===== config.mk =====
export PLATFORM = sky130hd
export DESIGN_NAME = tte_front
export DESIGN_NICKNAME = d
export VERILOG_FILES = /design/src/rtl/transposition_table_engine_core_macros.svh /design/src/rtl/tte_pkg.sv /design/src/rtl/tte_front.sv
export SDC_FILE = /design/constraint.sdc
export NUM_CORES = 1
export LEC_CHECK = 0
export ABC_CLOCK_PERIOD_IN_PS = 8400
export CAP_MARGIN = 15
export CORE_ASPECT_RATIO = 0.75
export CORE_MARGIN = 2
export CORE_UTILIZATION = 38
export DETAILED_ROUTE_END_ITERATION = 10
export DONT_BUFFER_PORTS = 1
export SYNTH_ARGS = -nofsm -noshare
export SYNTH_HDL_FRONTEND = slang
export SYNTH_SLANG_ARGS = --single-unit

===== constraint.sdc =====
create_clock -name clk -period 8.4 [get_ports clk]
set_input_delay 0.84 -clock clk [delete_from_list [all_inputs] [get_ports clk]]
set_output_delay 0.84 -clock clk [all_outputs]
set_load 0.1 [all_outputs]

===== src/rtl/transposition_table_engine_core_macros.svh =====
// Assertion macros used by the table engine back end (tte_back).
`ifndef TRANSPOSITION_TABLE_ENGINE_CORE_MACROS_SVH
`define TRANSPOSITION_TABLE_ENGINE_CORE_MACROS_SVH

// Check cons in the same cycle as ante.
`define TTE_ASSERT_IMPLY(label, clk, rst_n, ante, cons, msg) \
  label: assert property (@(posedge clk) disable iff (!rst_n) (ante) |-> (cons)) \
    else $error(msg);

// Check cons in the cycle after ante.
`define TTE_ASSERT_NEXT(label, clk, rst_n, ante, cons, msg) \
  label: assert property (@(posedge clk) disable iff (!rst_n) (ante) |=> (cons)) \
    else $error(msg);

`endif


===== src/rtl/tte_pkg.sv =====
package tte_pkg;

  localparam int DEF_BUCKET_COUNT = 1021;
  localparam int DEF_SPARE_COUNT  = 1024;

  localparam int KEY_W       = 32;
  localparam int QUEUE_DEPTH = 2;

  localparam logic [1:0] CMD_PUT   = 2'd0;
  localparam logic [1:0] CMD_GET   = 2'd1;
  localparam logic [1:0] CMD_SWEEP = 2'd2;

  localparam logic [1:0] KIND_VACANT = 2'd0;
  localparam logic [1:0] KIND_EXACT  = 2'd1;
  localparam logic [1:0] KIND_ALPHA  = 2'd2;
  localparam logic [1:0] KIND_BETA   = 2'd3;

  localparam logic [2:0] ST_DONE      = 3'd0;
  localparam logic [2:0] ST_REPLACED  = 3'd1;
  localparam logic [2:0] ST_APPENDED  = 3'd2;
  localparam logic [2:0] ST_DISCARDED = 3'd3;
  localparam logic [2:0] ST_POOL_FULL = 3'd4;
  localparam logic [2:0] ST_SWEEP_ERR = 3'd5;

  typedef struct packed {
    logic [1:0]         command;
    logic [31:0]        position_key;
    logic [31:0]        position_lock;
    logic               side_to_move;
    logic signed [31:0] entry_value;
    logic [1:0]         entry_kind;
    logic [15:0]        search_depth;
  } tte_in_t;

  typedef struct packed {
    logic               hit;
    logic signed [31:0] found_value;
    logic [1:0]         found_kind;
    logic [15:0]        found_depth;
    logic [2:0]         status;
  } tte_out_t;

  typedef struct packed {
    logic [31:0]        key;
    logic [31:0]        lock;
    logic               side;
    logic signed [31:0] value;
    logic [1:0]         kind;
    logic [15:0]        depth;
    logic               used;
  } slot_t;

  typedef enum logic [2:0] {
    BK_CLEAR,
    BK_IDLE,
    BK_EXAM,
    BK_APPEND,
    BK_SW_READ,
    BK_SW_EXAM,
    BK_SW_END,
    BK_DONE
  } back_state_t;

endpackage


===== src/rtl/tte_front.sv =====
module tte_front import tte_pkg::*; #(
  parameter int BUCKET_COUNT = DEF_BUCKET_COUNT,
  localparam int BKT_W = $clog2(BUCKET_COUNT)
) (
  input  logic             clk,
  input  logic             rst_n,
  input  logic             in_valid,
  output logic             in_stall,
  input  tte_in_t          in_data,
  output logic             push_valid,
  input  logic             push_full,
  output tte_in_t          push_item,
  output logic [BKT_W-1:0] push_bucket
);

  localparam int PROD_W = 2 * KEY_W + 1;
  localparam int SHIFT  = KEY_W + BKT_W;
  localparam logic [KEY_W:0] RECIP = (KEY_W+1)'(((PROD_W'(1) << SHIFT) +
                                      PROD_W'(BUCKET_COUNT - 1)) / PROD_W'(BUCKET_COUNT));

  logic              busy_r, busy_nxt;
  logic              done_r, done_nxt;
  logic              phase_r, phase_nxt;
  tte_in_t           item_r, item_nxt;
  logic [PROD_W-1:0] prod_r, prod_nxt;
  logic [BKT_W-1:0]  rem_r, rem_nxt;
  logic [KEY_W-1:0]  quot;
  logic [KEY_W-1:0]  rem_full;

  assign quot     = KEY_W'(prod_r >> SHIFT);
  assign rem_full = item_r.position_key - quot * KEY_W'(BUCKET_COUNT);

  assign in_stall    = busy_r;
  assign push_valid  = busy_r && done_r;
  assign push_item   = item_r;
  assign push_bucket = rem_r;

  always_comb begin
    busy_nxt  = busy_r;
    done_nxt  = done_r;
    phase_nxt = phase_r;
    item_nxt  = item_r;
    prod_nxt  = prod_r;
    rem_nxt   = rem_r;
    if (!busy_r) begin
      if (in_valid) begin
        busy_nxt  = 1'b1;
        done_nxt  = 1'b0;
        phase_nxt = 1'b0;
        item_nxt  = in_data;
      end
    end else if (!done_r) begin
      if (!phase_r) begin
        prod_nxt  = PROD_W'(item_r.position_key) * PROD_W'(RECIP);
        phase_nxt = 1'b1;
      end else begin
        rem_nxt  = rem_full[BKT_W-1:0];
        done_nxt = 1'b1;
      end
    end else if (!push_full) begin
      busy_nxt = 1'b0;
    end
  end

  always_ff @(posedge clk) begin
    if (!rst_n) begin
      busy_r  <= 1'b0;
      done_r  <= 1'b0;
      phase_r <= 1'b0;
    end else begin
      busy_r  <= busy_nxt;
      done_r  <= done_nxt;
      phase_r <= phase_nxt;
    end
    item_r <= item_nxt;
    prod_r <= prod_nxt;
    rem_r  <= rem_nxt;
  end

endmodule


==> results of run 1 <==
-- cells in the mapped netlist (2+ instances only) --
cell / instances
inv_1: 430
ha_1: 357
fa_1: 219
edfxtp_1: 137
xnor2_1: 34
a21oi_1: 33
o21ai_0: 22
nor2_1: 18
nand2_1: 16
a21o_1: 11
nor2b_1: 11
nand3_1: 9
a211oi_1: 8
nand4_1: 8
nor3_1: 8
xor2_1: 8
o21a_1: 5
o21ai_1: 5
o21bai_1: 5
nand2b_1: 4
nor3b_1: 4
a2111oi_0: 3
a211o_1: 3
a31oi_1: 3
and2_1: 3
dfxtp_1: 3
o311ai_1: 3
a211oi_2: 2
a31o_1: 2
and3_1: 2
and4_1: 2
o211ai_1: 2
-- worst max-delay path, cell delays in order, from the launching register on --
cell and delay (ns):
edfxtp_1 1.17, ha_1 0.37, inv_1 0.07, fa_1 0.48, inv_1 0.05, fa_1 0.48
inv_1 0.06, fa_1 0.51, fa_1 0.46, fa_1 0.41, fa_1 0.51, inv_1 0.04
ha_1 0.27, ha_1 0.33, a21o_1 0.19, a21o_1 0.19, a21oi_1 0.16, o21ai_0 0.14
a2111oi_0 0.51, o21ai_1 0.25, a31oi_1 0.18, a211oi_1 0.09
-- stage by stage --
stage,cells,setup WS [ns],util [%],instance area [um^2]
finish,2036,1.21,42.4,17900
global route,2036,1.00,42.4,17900
CTS,2036,1.31,42.4,17900
detailed placement,2004,1.33,41.1,17300
global placement,2004,1.40,41.1,17300
floorplan,1398,1.59,-,16300
-- area by class of cell --
| cell class | count | share of cell area [%] |
|---|---|---|
| Inverter | 430 | 9.03 |
| Clock inverter | 15 | 0.846 |
| Clock buffer | 17 | 2.38 |
| Tap cell | 569 | 3.98 |
| Multi-Input combinational cell | 828 | 58.8 |
| Timing Repair Buffer | 37 | 1.66 |
| Sequential cell | 140 | 23.3 |
-- kinds of logic (layout without fill, tap and decap cells) --
| logic type | count (synthesis) | in the layout | share of synthesized area, % |
|---|---|---|---|
| buffers and inverters | 430 | 499 | 9.89 |
| xor gates and xnor gates | 42 | 42 | 2.25 |
| and+or+nand+nor | 92 | 92 | 3.18 |
| DFF | 140 | 140 | 25.6 |
| AOI/OAI and AO/OA | 118 | 118 | 4.84 |
| adders and majority gates | 576 | 576 | 54.2 |
-- worst max path at each step --
stage / startpoint / to / cells past startpoint
3_5_place_dp: push_item[114] / prod_r[50] / 21
3_3_place_gp: push_item[114] / prod_r[50] / 21
5_1_grt: push_item[114] / prod_r[50] / 21
4_1_cts: push_item[114] / prod_r[50] / 21
2_1_floorplan: push_item[104] / prod_r[48] / 23
6_report: push_item[114] / prod_r[50] / 21
-- metal layers --
metal	vias to the layer above	wire, um
met3	16	3720
met5	-	0
met4	0	323
met1	4852	20200
li1	4612	-
met2	292	18300
-- flip-flops by register name (all words and copies together), names as in the netlist --
register and flops:
push_item 117, done_r 1, in_stall 1, phase_r 1, push_bucket 10, prod_r 10
==> results.cfg, run 1 <==
[setup_path]
r2r_slack_ns = 1.21
worstPathMaxFanout = 6
r2r_start = push_item[114]
start_kind = flip-flop
critPathCaptureType = flip-flop
cp.arrival_ns = 7.38
r2r_cells = 21
worstPathRequired_ns = 8.59
r2r_end = prod_r[50]
critPathKind = flip-flop to flip-flop

[timing]
fin_crit_sh_pct = 85.6
grt_setup_unrepaired = false
finClkSkew_ns = 0.00819
relSlewSlack_pct = 17.7
fmax_ghz = 0.139
timing.final.hold_violations = 0
period_needed_ns = 7.19
report.final.slew_viol_count = 0
tightest_slew_ns = 1.23
tns_ns = 0
timing.hold.ws_ns = 0.486
setup_viol = 0

[finish]
antenna_cells = 0
multiInputGateArea_um2 = 10500
drive_gt1_share_pct = 5.45
num-nets-final = 2151
layout_common_cells = inv_1 (429), ha_1 (357), fa_1 (219)
seq_area_um2 = 4170
fillers = 4017
syn2layout_area_growth_pct = 9.74
final_common_cell = inv_1

[global_route]
use_met1_pct = 28.0
grt.busiest_layer = met2
grt_pass1_vias = 10300
grt_pass1_wl_um = 62900
grt_overflow_total = 0
grt_use_total_pct = 19.4
grt_max_degree = 75
use_met3_pct = 6.63
antenna_found_initial = 2
use_met2_pct = 28.4

[clock_tree]
root_buffer = clkbuf_16
cts_resized = 0
clkSlewWorstSetupHoldPaths_ns = 0.07
cts_setup_buffers = 0
cts_inserted_buffers = 17
cts_tree = done
cts_sinks = 140
hold_buffers = 0
htree_levels = 4
cts_buffer_depth = 2
clock_latency_ns = 0.44

[route]
drt_iter0_drc = 647
routed_via_density = 4.80
route.detailed.drc = 0
drtAntennaViolNets = 0
routed_wl_um = 42600
num_vias = 9772
first_pass_iters = 6
wire_per_inst_um = 20.9

[synth]
yosysTopAreaCell = ha_1
syn_nets = 2095
synth-warning-count = 0
netlist.area_leader.share_pct = 27.4
syn_area_um2 = 16300
ys.flop_type = edfxtp_1
seq_area_frac_synth_pct = 25.6
syn-instance-count = 1398
postSynthAreaPerCell_um2 = 11.7
ys_ff_latch = 140
async_flop_share_pct = 0
ys_types = 50
synth_edf_count = 137
synth_area_leaders = ha_1 (27%), fa_1 (27%), edfxtp_1 (25%)

[floorplanning]
fp.coreArea_um2 = 42200
initial_utilization_pct = 38.7
rows = 65
die_h_um = 183
die-area_um2 = 44600
ios = 250
die_w_um = 243

[place]
place.gp.congestion = 0.971
dp_hpwl_um = 37200
io_buffers = 0

[worst_hold_path]
hold_path_depth = 0
hold_path_end = push_item[91]
hold_start = in_data[91]
hold_path.class = input pin to flip-flop

[run]
drv_cap = 0

[run_status]
status = finished clean
Power of run 1 is left out: the tool's default activity adds up to more than one toggle a clock period on the data nets, which glitch-free logic cannot reach.
==> run 2, diff against run 1 <==
--- a/config.mk
+++ b/config.mk
@@ -11,5 +11,6 @@
 export CORE_MARGIN = 2
-export CORE_UTILIZATION = 38
+export CORE_UTILIZATION = 65
 export DETAILED_ROUTE_END_ITERATION = 10
 export DONT_BUFFER_PORTS = 1
+export PLACE_DENSITY = 0.81
 export SYNTH_ARGS = -nofsm -noshare
==> constraint.sdc (replaced) <==
create_clock -name clk -period 8.4 [get_ports clk]
set_input_delay 0.42 -clock clk [delete_from_list [all_inputs] [get_ports clk]]
set_output_delay 0.42 -clock clk [all_outputs]
set_load 0.1 [all_outputs]
==> results.cfg, run 2 (synthesis results as in run 1) <==
[floorplanning]
die-area_um2 = 26400
initial_utilization_pct = 65.7
fp.coreArea_um2 = 24800
die_h_um = 141
rows = 50
ios = 250
die_w_um = 187

[clock_tree]
cts_sinks = 140
cts_setup_buffers = 0
htree_levels = 4
cts_resized = 0
hold_buffers = 0
cts_tree = done
cts_inserted_buffers = 17
root_buffer = clkbuf_16
clock_latency_ns = 0.43
clkSlewWorstSetupHoldPaths_ns = 0.06
cts_buffer_depth = 2

[route]
routed_via_density = 5.52
num_vias = 9941
routed_wl_um = 39300
drt_iter0_drc = 786
first_pass_iters = 5
drtAntennaViolNets = 0
wire_per_inst_um = 21.8
route.detailed.drc = 0

[timing]
grt_setup_unrepaired = false
finClkSkew_ns = 0.0177
setup_viol = 0
tightest_slew_ns = 1.21
period_needed_ns = 7.36
timing.final.hold_violations = 0
timing.hold.ws_ns = 0.0853
report.final.slew_viol_count = 0
setup_ws_ns = 1.04
fin_crit_sh_pct = 87.6
relSlewSlack_pct = 19.5
tns_ns = 0
fmax_ghz = 0.136

[place]
dp_hpwl_um = 34000
placed_cell_area_um2 = 17000
place.gp.congestion = 0.962
dp_slack_ns = 1.15
io_buffers = 0

[finish]
fin_area_um2 = 17500
layout_common_cells = inv_1 (429), ha_1 (357), fa_1 (219)
largest_reg_flops = 117
num-nets-final = 2147
syn2layout_area_growth_pct = 7.51
drive_gt1_share_pct = 5.06
final_common_cell = inv_1

[setup_path]
critPathCaptureType = flip-flop
cp.arrival_ns = 7.52
critPathKind = flip-flop to flip-flop
worstPathMaxFanout = 6
worstPathRequired_ns = 8.56
start_kind = flip-flop

[global_route]
use_met2_pct = 46.1
grt_max_degree = 89
use_met1_pct = 43.5
antenna_found_initial = 2
grt.busiest_layer = met2
grt_pass1_wl_um = 59900
grt_overflow_total = 0
grt_pass1_vias = 10500
use_met3_pct = 12.5
grt_use_total_pct = 30.9

[run_status]
status = finished clean

[worst_hold_path]
hold_path.class = input pin to flip-flop

[run]
drv_cap = 0
==> run 2: cell count changes in the layout (fill, tap and decap cells not counted), sizes merged <==
cell | previous run | this run
clkbuf | 17 | 18
clkinv | 3 | 5
buf | 37 | 33
diode | 0 | 2
inv | 439 | 433
clkinvlp | 2 | 4
==> run 2: critical path, stage by stage, from the launching register on <==
cell and delay, ns:
edfxtp_1 1.15, ha_1 0.35, inv_1 0.10, fa_1 0.47, fa_1 0.55, inv_1 0.05, fa_1 0.49, fa_1 0.43
fa_1 0.49, inv_1 0.05, fa_1 0.53, inv_1 0.04, ha_1 0.33, ha_1 0.35, nand2_1 0.13, nor2_1 0.09
and4_1 0.21, o2111a_1 0.15, a2111oi_0 0.63, o21ai_1 0.22, a31oi_1 0.20, a211oi_1 0.09
==> run 2: layer usage <==
metal | part of all wire (%) | up-vias
li1 | - | 4601
met1 | 44 | 4893
met2 | 44 | 413
met3 | 11 | 34
met4 | 1.2 | 0
met5 | 0 | -
==> run 2: cell type report <==
cell class                 count  area [um^2]
antenna                        2         5.00
clock buffer                  18          429
clock inverter                13          118
fill                        1791         7300
inverter                     430         1620
multi-input combinational    828        10500
sequential                   140         4170
tap                          338          423
timing repair buffer          33          248
==> run 2: metrics by stage <==
step	util, %	cells
after CTS	70.6	1800
after global routing	70.6	1800
after detailed placement	68.4	1769
after floorplan	-	1398
final	70.6	1802
after global placement	68.4	1769
==> run 2: worst paths after layout <==
| check | start | end | slack, ns | depth (start not counted) |
|---|---|---|---|---|
| worst max register to register | push_item[110] | prod_r[50] | 1.04 | 21 |
| worst max-delay path | push_item[110] | prod_r[50] | 1.04 | 21 |
| worst min-delay path | in_data[93] | push_item[93] | 0.09 | 0 |
| worst min register to register | phase_r | phase_r | 0.55 | 2 |
Power of run 2 is left out for the same reason.
