**src/rtl/transposition_table_engine_core_macros.svh**
```systemverilog
// Assertion macros used by the table engine back end (tte_back).
`ifndef TRANSPOSITION_TABLE_ENGINE_CORE_MACROS_SVH
`define TRANSPOSITION_TABLE_ENGINE_CORE_MACROS_SVH

// Check cons in the same cycle as ante.
`define TTE_ASSERT_IMPLY(label, clk, rst_n, ante, cons, msg) \
  label: assert property (@(posedge clk) disable iff (!rst_n) (ante) |-> (cons)) \
    else $error(msg);

// Check cons in the cycle after ante.
`define TTE_ASSERT_NEXT(label, clk, rst_n, ante, cons, msg) \
  label: assert property (@(posedge clk) disable iff (!rst_n) (ante) |=> (cons)) \
    else $error(msg);

`endif

```
**src/rtl/tte_pkg.sv**
```systemverilog
package tte_pkg;

  localparam int DEF_BUCKET_COUNT = 1021;
  localparam int DEF_SPARE_COUNT  = 1024;

  localparam int KEY_W       = 32;
  localparam int QUEUE_DEPTH = 2;

  localparam logic [1:0] CMD_PUT   = 2'd0;
  localparam logic [1:0] CMD_GET   = 2'd1;
  localparam logic [1:0] CMD_SWEEP = 2'd2;

  localparam logic [1:0] KIND_VACANT = 2'd0;
  localparam logic [1:0] KIND_EXACT  = 2'd1;
  localparam logic [1:0] KIND_ALPHA  = 2'd2;
  localparam logic [1:0] KIND_BETA   = 2'd3;

  localparam logic [2:0] ST_DONE      = 3'd0;
  localparam logic [2:0] ST_REPLACED  = 3'd1;
  localparam logic [2:0] ST_APPENDED  = 3'd2;
  localparam logic [2:0] ST_DISCARDED = 3'd3;
  localparam logic [2:0] ST_POOL_FULL = 3'd4;
  localparam logic [2:0] ST_SWEEP_ERR = 3'd5;

  typedef struct packed {
    logic [1:0]         command;
    logic [31:0]        position_key;
    logic [31:0]        position_lock;
    logic               side_to_move;
    logic signed [31:0] entry_value;
    logic [1:0]         entry_kind;
    logic [15:0]        search_depth;
  } tte_in_t;

  typedef struct packed {
    logic               hit;
    logic signed [31:0] found_value;
    logic [1:0]         found_kind;
    logic [15:0]        found_depth;
    logic [2:0]         status;
  } tte_out_t;

  typedef struct packed {
    logic [31:0]        key;
    logic [31:0]        lock;
    logic               side;
    logic signed [31:0] value;
    logic [1:0]         kind;
    logic [15:0]        depth;
    logic               used;
  } slot_t;

  typedef enum logic [2:0] {
    BK_CLEAR,
    BK_IDLE,
    BK_EXAM,
    BK_APPEND,
    BK_SW_READ,
    BK_SW_EXAM,
    BK_SW_END,
    BK_DONE
  } back_state_t;

endpackage

```
**src/rtl/tte_queue.sv**
```systemverilog
module tte_queue import tte_pkg::*; #(
  parameter int DW = 8
) (
  input  logic          clk,
  input  logic          rst_n,
  input  logic          push,
  input  logic [DW-1:0] push_data,
  output logic          full,
  input  logic          pop,
  output logic [DW-1:0] pop_data,
  output logic          valid
);

  localparam int PTR_W = $clog2(QUEUE_DEPTH);
  localparam int CNT_W = $clog2(QUEUE_DEPTH + 1);

  logic [DW-1:0]    buf_r [QUEUE_DEPTH];
  logic [PTR_W-1:0] wr_r, wr_nxt;
  logic [PTR_W-1:0] rd_r, rd_nxt;
  logic [CNT_W-1:0] cnt_r, cnt_nxt;
  logic             do_push, do_pop;

  assign full     = cnt_r == CNT_W'(QUEUE_DEPTH);
  assign valid    = cnt_r != '0;
  assign pop_data = buf_r[rd_r];
  assign do_push  = push && !full;
  assign do_pop   = pop && valid;

  always_comb begin
    wr_nxt  = wr_r;
    rd_nxt  = rd_r;
    cnt_nxt = cnt_r;
    if (do_push) begin
      wr_nxt = (wr_r == PTR_W'(QUEUE_DEPTH - 1)) ? '0 : wr_r + 1'b1;
    end
    if (do_pop) begin
      rd_nxt = (rd_r == PTR_W'(QUEUE_DEPTH - 1)) ? '0 : rd_r + 1'b1;
    end
    if (do_push && !do_pop) begin
      cnt_nxt = cnt_r + 1'b1;
    end else if (do_pop && !do_push) begin
      cnt_nxt = cnt_r - 1'b1;
    end
  end

  always_ff @(posedge clk) begin
    if (!rst_n) begin
      wr_r  <= '0;
      rd_r  <= '0;
      cnt_r <= '0;
    end else begin
      wr_r  <= wr_nxt;
      rd_r  <= rd_nxt;
      cnt_r <= cnt_nxt;
    end
    if (do_push) begin
      buf_r[wr_r] <= push_data;
    end
  end

endmodule

```
**config.mk**
```make
export PLATFORM = sky130hd
export DESIGN_NAME = tte_queue
export DESIGN_NICKNAME = d
export VERILOG_FILES = /design/src/rtl/transposition_table_engine_core_macros.svh /design/src/rtl/tte_pkg.sv /design/src/rtl/tte_queue.sv
export SDC_FILE = /design/constraint.sdc
export NUM_CORES = 1
export LEC_CHECK = 0
export ABC_AREA = 1
export BUFFER_PORTS_ARGS = -buffer_cell sky130_fd_sc_hd__buf_2
export CORE_MARGIN = 1.5
export CORE_UTILIZATION = 40
export CTS_CLUSTER_DIAMETER = 30
export DETAILED_ROUTE_END_ITERATION = 6
export SYNTH_ARGS = -nofsm -noshare
export SYNTH_HDL_FRONTEND = slang
export SYNTH_SLANG_ARGS = --single-unit
```
**constraint.sdc**
```tcl
create_clock -name clk -period 2.73 [get_ports clk]
set_clock_uncertainty 0.15 [all_clocks]
set_input_delay 0.4095 -clock clk [delete_from_list [all_inputs] [get_ports clk]]
set_output_delay 0.4095 -clock clk [all_outputs]
set_load 0.02 [all_outputs]
```
==> flow_summary.yaml, run 1 <==
outcome:
  status: "finished, final reports clean"
routing:
  drt_iter0_markers: 1
  vias: 519
  drc: 0
  antenna_left: 0
  routedWlPerCell_um: 10.79
  drtPass1Iterations: 4
  vias_per_cell: 4.593
  postRouteWirelength_mm: 1.219
timing:
  min_period_ns: 1.948
  tns_ns: 0
  hold_violations: 0
  fmax_mhz: 513.3
  rsz0062_at_grt: "no"
  whs_ns: 0.1391
  setup_violations: 0
  fin_crit_sh_pct: 71.37
  tightestPinTransition_ns: 0.6797
  slew_headroom_pct: 54.52
  maxSlewViolCount: 0
grt:
  grt_max_degree: 12
  grt_pass1_wl_mm: 2.187
  grt-ovfl-total: 0
  grt_use_met2_pct: 22.92
  grt-busiest-layer: "met2"
  met3_usage_pct: 4.938
  grtUsageMet1_pct: 12.70
  grt_use_total_pct: 12.43
  antenna_found_initial: 0
  first_global_vias: 534
synthesis:
  yosysMostFrequentCell: "edfxtp_1"
  synth_top_area_share_pct: 58.27
  async_reset_ff_share_pct: 0
  syn_inst: 62
  avgSynthCellArea_um2: 13.30
  synth.top_cells.by_count: "edfxtp_1, nor2_1, mux2_2"
  ys_dominant_reg_cell: "edfxtp_1"
  synth_edf_count: 16
  synth_area_leader_cell: "edfxtp_1"
  yosysWarnings: 0
  synth.cell_area_um2: 824.5
  synth-seq-cells: 21
  synthTopCellsByArea: "edfxtp_1, dfxtp_1, mux2_2"
  syn_nets: 75
  ys_seq_area_share_pct: 70.41
  ys_types: 16
pwr:
  p_per_area_nw_per_um2: 902.3
  leakagePower_nw: 0.4078
  peakVddDrop_uv: 435.0
cells_and_area:
  diodes: 0
  final_net_count: 100
  final_cell_area_um2: 984.7
  area_growth_syn_to_layout_pct: 19.42
  fin_cells: 113
  layout-drive-gt1-share_pct: 41.86
cts:
  cts_hold_buf: 0
  path_clk_slew_ns: 0.11
  clk_latency_ns: 0.30
  htree_num_levels: 1
  cts_tree: "done"
  post_cts_buffers: 0
  cts_inserted_buffers: 3
  cts_resized: 0
  cts_buffer_depth: 2
  clock-sinks: 21
  root_buffer: "clkbuf_4"
setup_path:
  rr_worst_depth: 2
  critical_path_class: "reg2out"
  path_max_fanout: 8
  crit_path_start_kind: "register"
  rr_startpoint: "cnt_r[0]$_SDFFE_PN0P_"
  ff2ff_setup_slack_ns: 1.09
  cp.arrival_ns: 1.39
  reg2reg_to: "buf_r[0][4]$_DFFE_PP_"
  cp.required_ns: 2.17
  end_kind: "primary output"
worst_hold_path:
  whs_endpoint: "buf_r[0][6]$_DFFE_PP_"
  worstHoldStart: "push_data[6]"
  holdPathStages: 1
  hold_class: "in2reg"
place:
  gp_congestion: 0.7389
  placed_area_um2: 958.4
  portBuffers: 21
  place_inst: 109
  dpl.hpwl_um: 900.9
die:
  coreArea_um2: 1942
  die_y_um: 48.40
  pin_count: 22
  rows: 16
  die_width_um: 48.40
  initial_core_util_pct: 42.46
  die_area_um2: 2343
flow_run:
  max_cap_violations: 0
-- logic make-up after synthesis --
logic type	synth area share, %
AND/OR/NAND/NOR	8.953
buffers and inverters	4.248
multiplexers	10.93
adder cells (fa/ha/maj)	1.517
flip-flops	70.41
AO/OA/AOI/OAI	3.945
-- state kept, by name (all words and copies together) (netlist names), named ones only --
| name | cells |
|---|---|
| buf_r | 16 |
| cnt_r | 2 |
| rd_r | 1 |
| wr_r | 1 |
-- through the flow --
step	utilization, %	power (mW)	worst slack, ns
after floorplan	-	0.6705	1.304
after global placement	49.36	0.7468	1.092
after detailed placement	49.36	0.7564	1.047
after CTS	50.71	0.9027	0.7437
after global routing	50.71	0.9598	0.6801
final	50.71	0.8885	0.7817
-- worst max-delay path by stage --
stage               slack [ns]                    end  cells after the start
floorplan                 1.30  cnt_r[1]$_SDFFE_PN0P_                      8
global placement          1.09            pop_data[0]                      2
detailed placement        1.05  buf_r[0][4]$_DFFE_PP_                      3
CTS                       0.74            pop_data[6]                      2
global route              0.68            pop_data[6]                      2
finish                    0.78            pop_data[0]                      2
-- cell type report --
cell class,instances,area [µm²]
fillers,200,957.2
flip-flops and latches,21,580.6
multi-input cells,32,209.0
repair buffers,21,105.1
well taps,27,33.78
inverters,8,30.03
clock buffers,4,26.28
-- critical path, stage by stage (launching register included) --
cell and delay, ns:
dfxtp_1 0.55, mux2_2 0.38, buf_2 0.16
-- power breakdown --
group / internal (mW) / total [mW] / switching [mW]
registers: 0.408 / 0.447 / 0.0390
clock network: 0.0570 / 0.146 / 0.0887
logic: 0.116 / 0.296 / 0.180
total: 0.581 / 0.888 / 0.307
-- cells in the final DEF, fill, tap and decap left out --
cell	synthesis	layout
a21oi_1	1	1
buf_2	1	21
clkbuf_1	0	1
clkbuf_4	0	3
dfxtp_1	5	5
edfxtp_1	16	16
ha_1	1	1
inv_1	7	7
inv_2	1	1
mux2_2	8	8
nand2_1	6	6
nand2_2	1	1
nand3_1	1	1
nand4_1	1	1
nor2_1	9	9
o21a_2	1	1
o21ai_0	2	2
o21ai_2	1	1
-- per-layer routing --
layer	wire length, µm	vias up	part of all wire [%]
li1	-	259	-
met1	527	243	43
met2	624	15	51
met3	61	2	5.0
met4	6	0	0.49
met5	0	-	0
No activity file was read; power rests on OpenSTA's default activity.
==> run 2: changes to the inputs <==
==> constraint.sdc (replaced) <==
create_clock -name clk -period 2 [get_ports clk]
set_clock_uncertainty 0.15 [all_clocks]
set_input_delay 0.3 -clock clk [delete_from_list [all_inputs] [get_ports clk]]
set_output_delay 0.3 -clock clk [all_outputs]
set_load 0.02 [all_outputs]
==> flow_summary.yaml, run 2 (synthesized netlist as in run 1, its figures left out) <==
outcome:
  status: "finished, final reports clean"
cts:
  cts_hold_buf: 0
  path_clk_slew_ns: 0.11
  cts_tree: "done"
  post_cts_buffers: 0
  clock-sinks: 21
  cts_inserted_buffers: 3
  cts_resized: 0
  cts_buffer_depth: 2
  htree_num_levels: 1
  clk_latency_ns: 0.30
  root_buffer: "clkbuf_4"
cells_and_area:
  largest_reg_flops: 16
  layout-drive-gt1-share_pct: 44.94
  area_growth_syn_to_layout_pct: 22.31
  layout_common_cells: "buf_2, edfxtp_1, nor2_1"
  final_cell_area_um2: 1008
  final_net_count: 103
  final_common_cell: "buf_2"
  post-route-util_pct: 51.93
  largest_register: "buf_r"
  diodes: 0
  fill_cells: 184
  reg.largest.list: "buf_r: 16 flops, cnt_r: 2 flops"
timing:
  min_period_ns: 1.856
  slew_headroom_pct: 74.39
  fin_crit_sh_pct: 92.82
  fmax_mhz: 538.6
  maxSlewViolCount: 0
  rsz0062_at_grt: "no"
  tns_ns: 0
  whs_ns: 0.02852
  setup_violations: 0
  tightestPinTransition_ns: 0.3836
  hold_violations: 0
routing:
  vias: 519
  vias_per_cell: 4.474
  drc: 0
  drtPass1Iterations: 2
  drt_iter0_markers: 2
  routedWlPerCell_um: 10.53
  antenna_left: 0
  postRouteWirelength_mm: 1.222
grt:
  grt-ovfl-total: 0
  grt_max_degree: 13
  grt_pass1_wl_mm: 2.214
  grtUsageMet1_pct: 15.11
  met3_usage_pct: 4.012
  grt_use_total_pct: 12.54
  first_global_vias: 515
  antenna_found_initial: 0
  grt_use_met2_pct: 19.91
  grt-busiest-layer: "met2"
setup_path:
  critical_path_class: "reg2out"
  path_max_fanout: 8
  critical_path.cell_chain: "mux2_2 -> buf_2"
  crit_slowest_cell: "dfxtp_1"
  cp.arrival_ns: 1.41
  cp.required_ns: 1.55
  critPathBufInv: 1
  crit_path_start_kind: "register"
  path_delay_family: "flip-flops"
  end_kind: "primary output"
  crit_path_max_incr_delay_ns: 0.57
worst_hold_path:
  hold_class: "in2reg"
pwr:
  p_per_area_nw_per_um2: 1217
  leakagePower_nw: 0.4262
  peakVddDrop_uv: 539.7
die:
  die_y_um: 48.40
  rows: 16
  pin_count: 22
  die_area_um2: 2343
  coreArea_um2: 1942
  initial_core_util_pct: 42.46
  die_width_um: 48.40
place:
  placed_area_um2: 980.9
  dpl.hpwl_um: 898.8
  gp_congestion: 0.7153
  portBuffers: 21
flow_run:
  max_cap_violations: 0
==> run 2: power breakdown <==
group          total (mW)  switching [mW]  internal [mW]  leakage, nW
combinational       0.416           0.244          0.172        0.218
sequential          0.613          0.0573          0.556        0.191
clock               0.198           0.124         0.0745       0.0177
total                1.23           0.425          0.803        0.426
==> run 2: metrics by stage <==
| step | worst slack, ns | power [mW] | cells |
|---|---|---|---|
| 2_1_floorplan | 0.5743 | 0.9152 | 62 |
| 3_3_place_gp | 0.4624 | 1.035 | 112 |
| 3_5_place_dp | 0.4630 | 1.045 | 112 |
| 4_1_cts | 0.1049 | 1.246 | 116 |
| 5_1_grt | 0.03337 | 1.324 | 116 |
| 6_report | 0.1435 | 1.228 | 116 |
==> run 2: path summary, 6_finish.rpt <==
check                                      startpoint                    end  slack [ns]  cells past startpoint
worst max-delay path                         register            pop_data[0]        0.14                      2
worst min-delay path                     push_data[6]  buf_r[0][6]$_DFFE_PP_        0.03                      1
worst max register to register  cnt_r[1]$_SDFFE_PN0P_  cnt_r[1]$_SDFFE_PN0P_        0.42                      9
worst min register to register      wr_r$_SDFFE_PN0N_      wr_r$_SDFFE_PN0N_        0.36                      2
==> run 2: layer usage <==
metal,up-vias,routed length [µm]
li1,267,-
met3,3,45
met1,237,541
met5,-,0
met2,12,612
met4,0,22
==> run 2: layout make-up <==
type                    instances  area (µm²)  share of cell area [%]
flip-flops and latches         21       580.6                   57.57
well taps                      27       33.78                   3.350
multi-input cells              32       209.0                   20.72
inverters                       8       30.03                   2.978
repair buffers                 24       127.6                   12.66
clock inverters                 1       5.005                  0.4963
clock buffers                   3       22.52                   2.233
==> run 3: changes to the inputs <==
--- a/config.mk
+++ b/config.mk
@@ -11,6 +11,7 @@
 export CORE_UTILIZATION = 40
 export CTS_CLUSTER_DIAMETER = 30
 export DETAILED_ROUTE_END_ITERATION = 6
+export PLACE_DENSITY = 0.74
 export SYNTH_ARGS = -nofsm -noshare
 export SYNTH_HDL_FRONTEND = slang
 export SYNTH_SLANG_ARGS = --single-unit
==> flow_summary.yaml, run 3 (synthesized netlist as in run 1, its figures left out) <==
cells_and_area:
  multi_input_comb_area_um2: 209.0
  largest_register: "buf_r"
  reg.largest.list: "buf_r: 16 flops, cnt_r: 2 flops"
  regArea_um2: 580.6
  layout_common_cells: "buf_2, edfxtp_1, nor2_1"
  layout-drive-gt1-share_pct: 43.18
  diodes: 0
  fill_cells: 184
  post-route-util_pct: 51.48
  largest_reg_flops: 16
  fin_cells: 115
  area_growth_syn_to_layout_pct: 21.24
  final_common_cell: "buf_2"
  final_net_count: 102
setup_path:
  cp.arrival_ns: 1.37
  crit_path_start_kind: "register"
  cp.required_ns: 1.55
  rr_worst_depth: 8
  end_kind: "primary output"
  critical_path_class: "reg2out"
  path_max_fanout: 8
timing:
  rsz0062_at_grt: "no"
  maxSlewViolCount: 0
  slew_headroom_pct: 77.44
  tightestPinTransition_ns: 0.3379
  hold_violations: 0
  fmax_mhz: 550.5
  tns_ns: 0
  whs_ns: 0.03705
  fin_crit_sh_pct: 90.82
  setup_violations: 0
  min_period_ns: 1.816
grt:
  first_global_vias: 530
  grt_max_degree: 12
  grt_pass1_wl_mm: 2.228
  grt-ovfl-total: 0
  antenna_found_initial: 0
  grt_use_total_pct: 12.59
place:
  place_inst: 111
  dpl.hpwl_um: 959.4
  gp_congestion: 0.6896
  portBuffers: 21
routing:
  antenna_left: 0
  drt_iter0_markers: 3
  routedWlPerCell_um: 11.58
  drtPass1Iterations: 4
  drc: 0
  postRouteWirelength_mm: 1.332
  vias_per_cell: 4.513
  vias: 519
die:
  coreArea_um2: 1942
  rows: 16
  die_width_um: 48.40
  pin_count: 22
  initial_core_util_pct: 42.46
  die_area_um2: 2343
  die_y_um: 48.40
pwr:
  power.switching_uw: 426.6
  p_sw_share_pct: 34.70
  peakVddDrop_uv: 558.7
  clkPwrFrac_pct: 16.0
  combinationalPowerShare_pct: 34.1
  p_per_area_nw_per_um2: 1230
  internal-power_uw: 802.7
  leakagePower_nw: 0.4182
  pwr-share-seq_pct: 49.9
worst_hold_path:
  hold_class: "in2reg"
  holdPathStages: 1
cts:
  path_clk_slew_ns: 0.11
  cts_inserted_buffers: 3
  cts_resized: 0
  cts_buffer_depth: 2
  cts_hold_buf: 0
  cts_tree: "done"
  htree_num_levels: 1
  root_buffer: "clkbuf_4"
  clock-sinks: 21
  clk_latency_ns: 0.29
  post_cts_buffers: 0
outcome:
  status: "finished, final reports clean"
flow_run:
  max_cap_violations: 0
==> run 3: changes by cell type in the layout (fill, tap and decap cells not counted), sizes merged <==
cell	delta
clkinv	-1
buf	-1
clkbuf	+1
==> run 3: final cells by class <==
type | instances | share of cell area (%)
clock buffer | 4 | 2.628
timing repair buffer | 23 | 12.01
tap | 27 | 3.379
inverter | 8 | 3.004
sequential | 21 | 58.07
multi-input combinational | 32 | 20.90
==> run 3: routing by layer <==
metal  GRT usage (%)  vias to the layer above  share of wire [%]
li1                -                      265                  -
met5               0                        -                  0
met3           4.012                        0                6.4
met2           22.69                       15                 50
met1           13.40                      239                 43
met4           5.714                        0                  0
==> run 3: path summary, 6_finish.rpt <==
path                                            start                    end  slack (ns)
worst min-delay path                     push_data[2]  buf_r[1][2]$_DFFE_PP_        0.04
worst max register to register  cnt_r[0]$_SDFFE_PN0P_  cnt_r[1]$_SDFFE_PN0P_        0.41
worst min register to register      wr_r$_SDFFE_PN0N_      wr_r$_SDFFE_PN0N_        0.38
worst max-delay path                         register            pop_data[4]        0.18
==> run 3: per-stage QoR <==
| stage | total power, mW | area [µm²] | worst slack [ns] |
|---|---|---|---|
| after floorplan | 0.9152 | 824.5 | 0.5743 |
| after global placement | 1.025 | 973.4 | 0.4969 |
| after detailed placement | 1.046 | 973.4 | 0.4171 |
| after CTS | 1.240 | 999.7 | 0.1611 |
| after global routing | 1.310 | 999.7 | 0.09836 |
| final | 1.229 | 999.7 | 0.1836 |
==> run 3: power groups by stage <==
stage                     Combinational (mW)  Clock (mW)  Sequential, mW
after global routing                   0.467       0.216           0.627
after global placement                 0.408           0           0.617
after CTS                              0.425       0.201           0.613
after detailed placement               0.421           0           0.624
after floorplan                        0.318           0           0.597
final                                  0.420       0.196           0.613
==> run 3: worst max-delay path, cell delays in order, from the launching register on <==
cell	delay, ns
dfxtp_1	0.54
mux2_2	0.38
buf_2	0.16
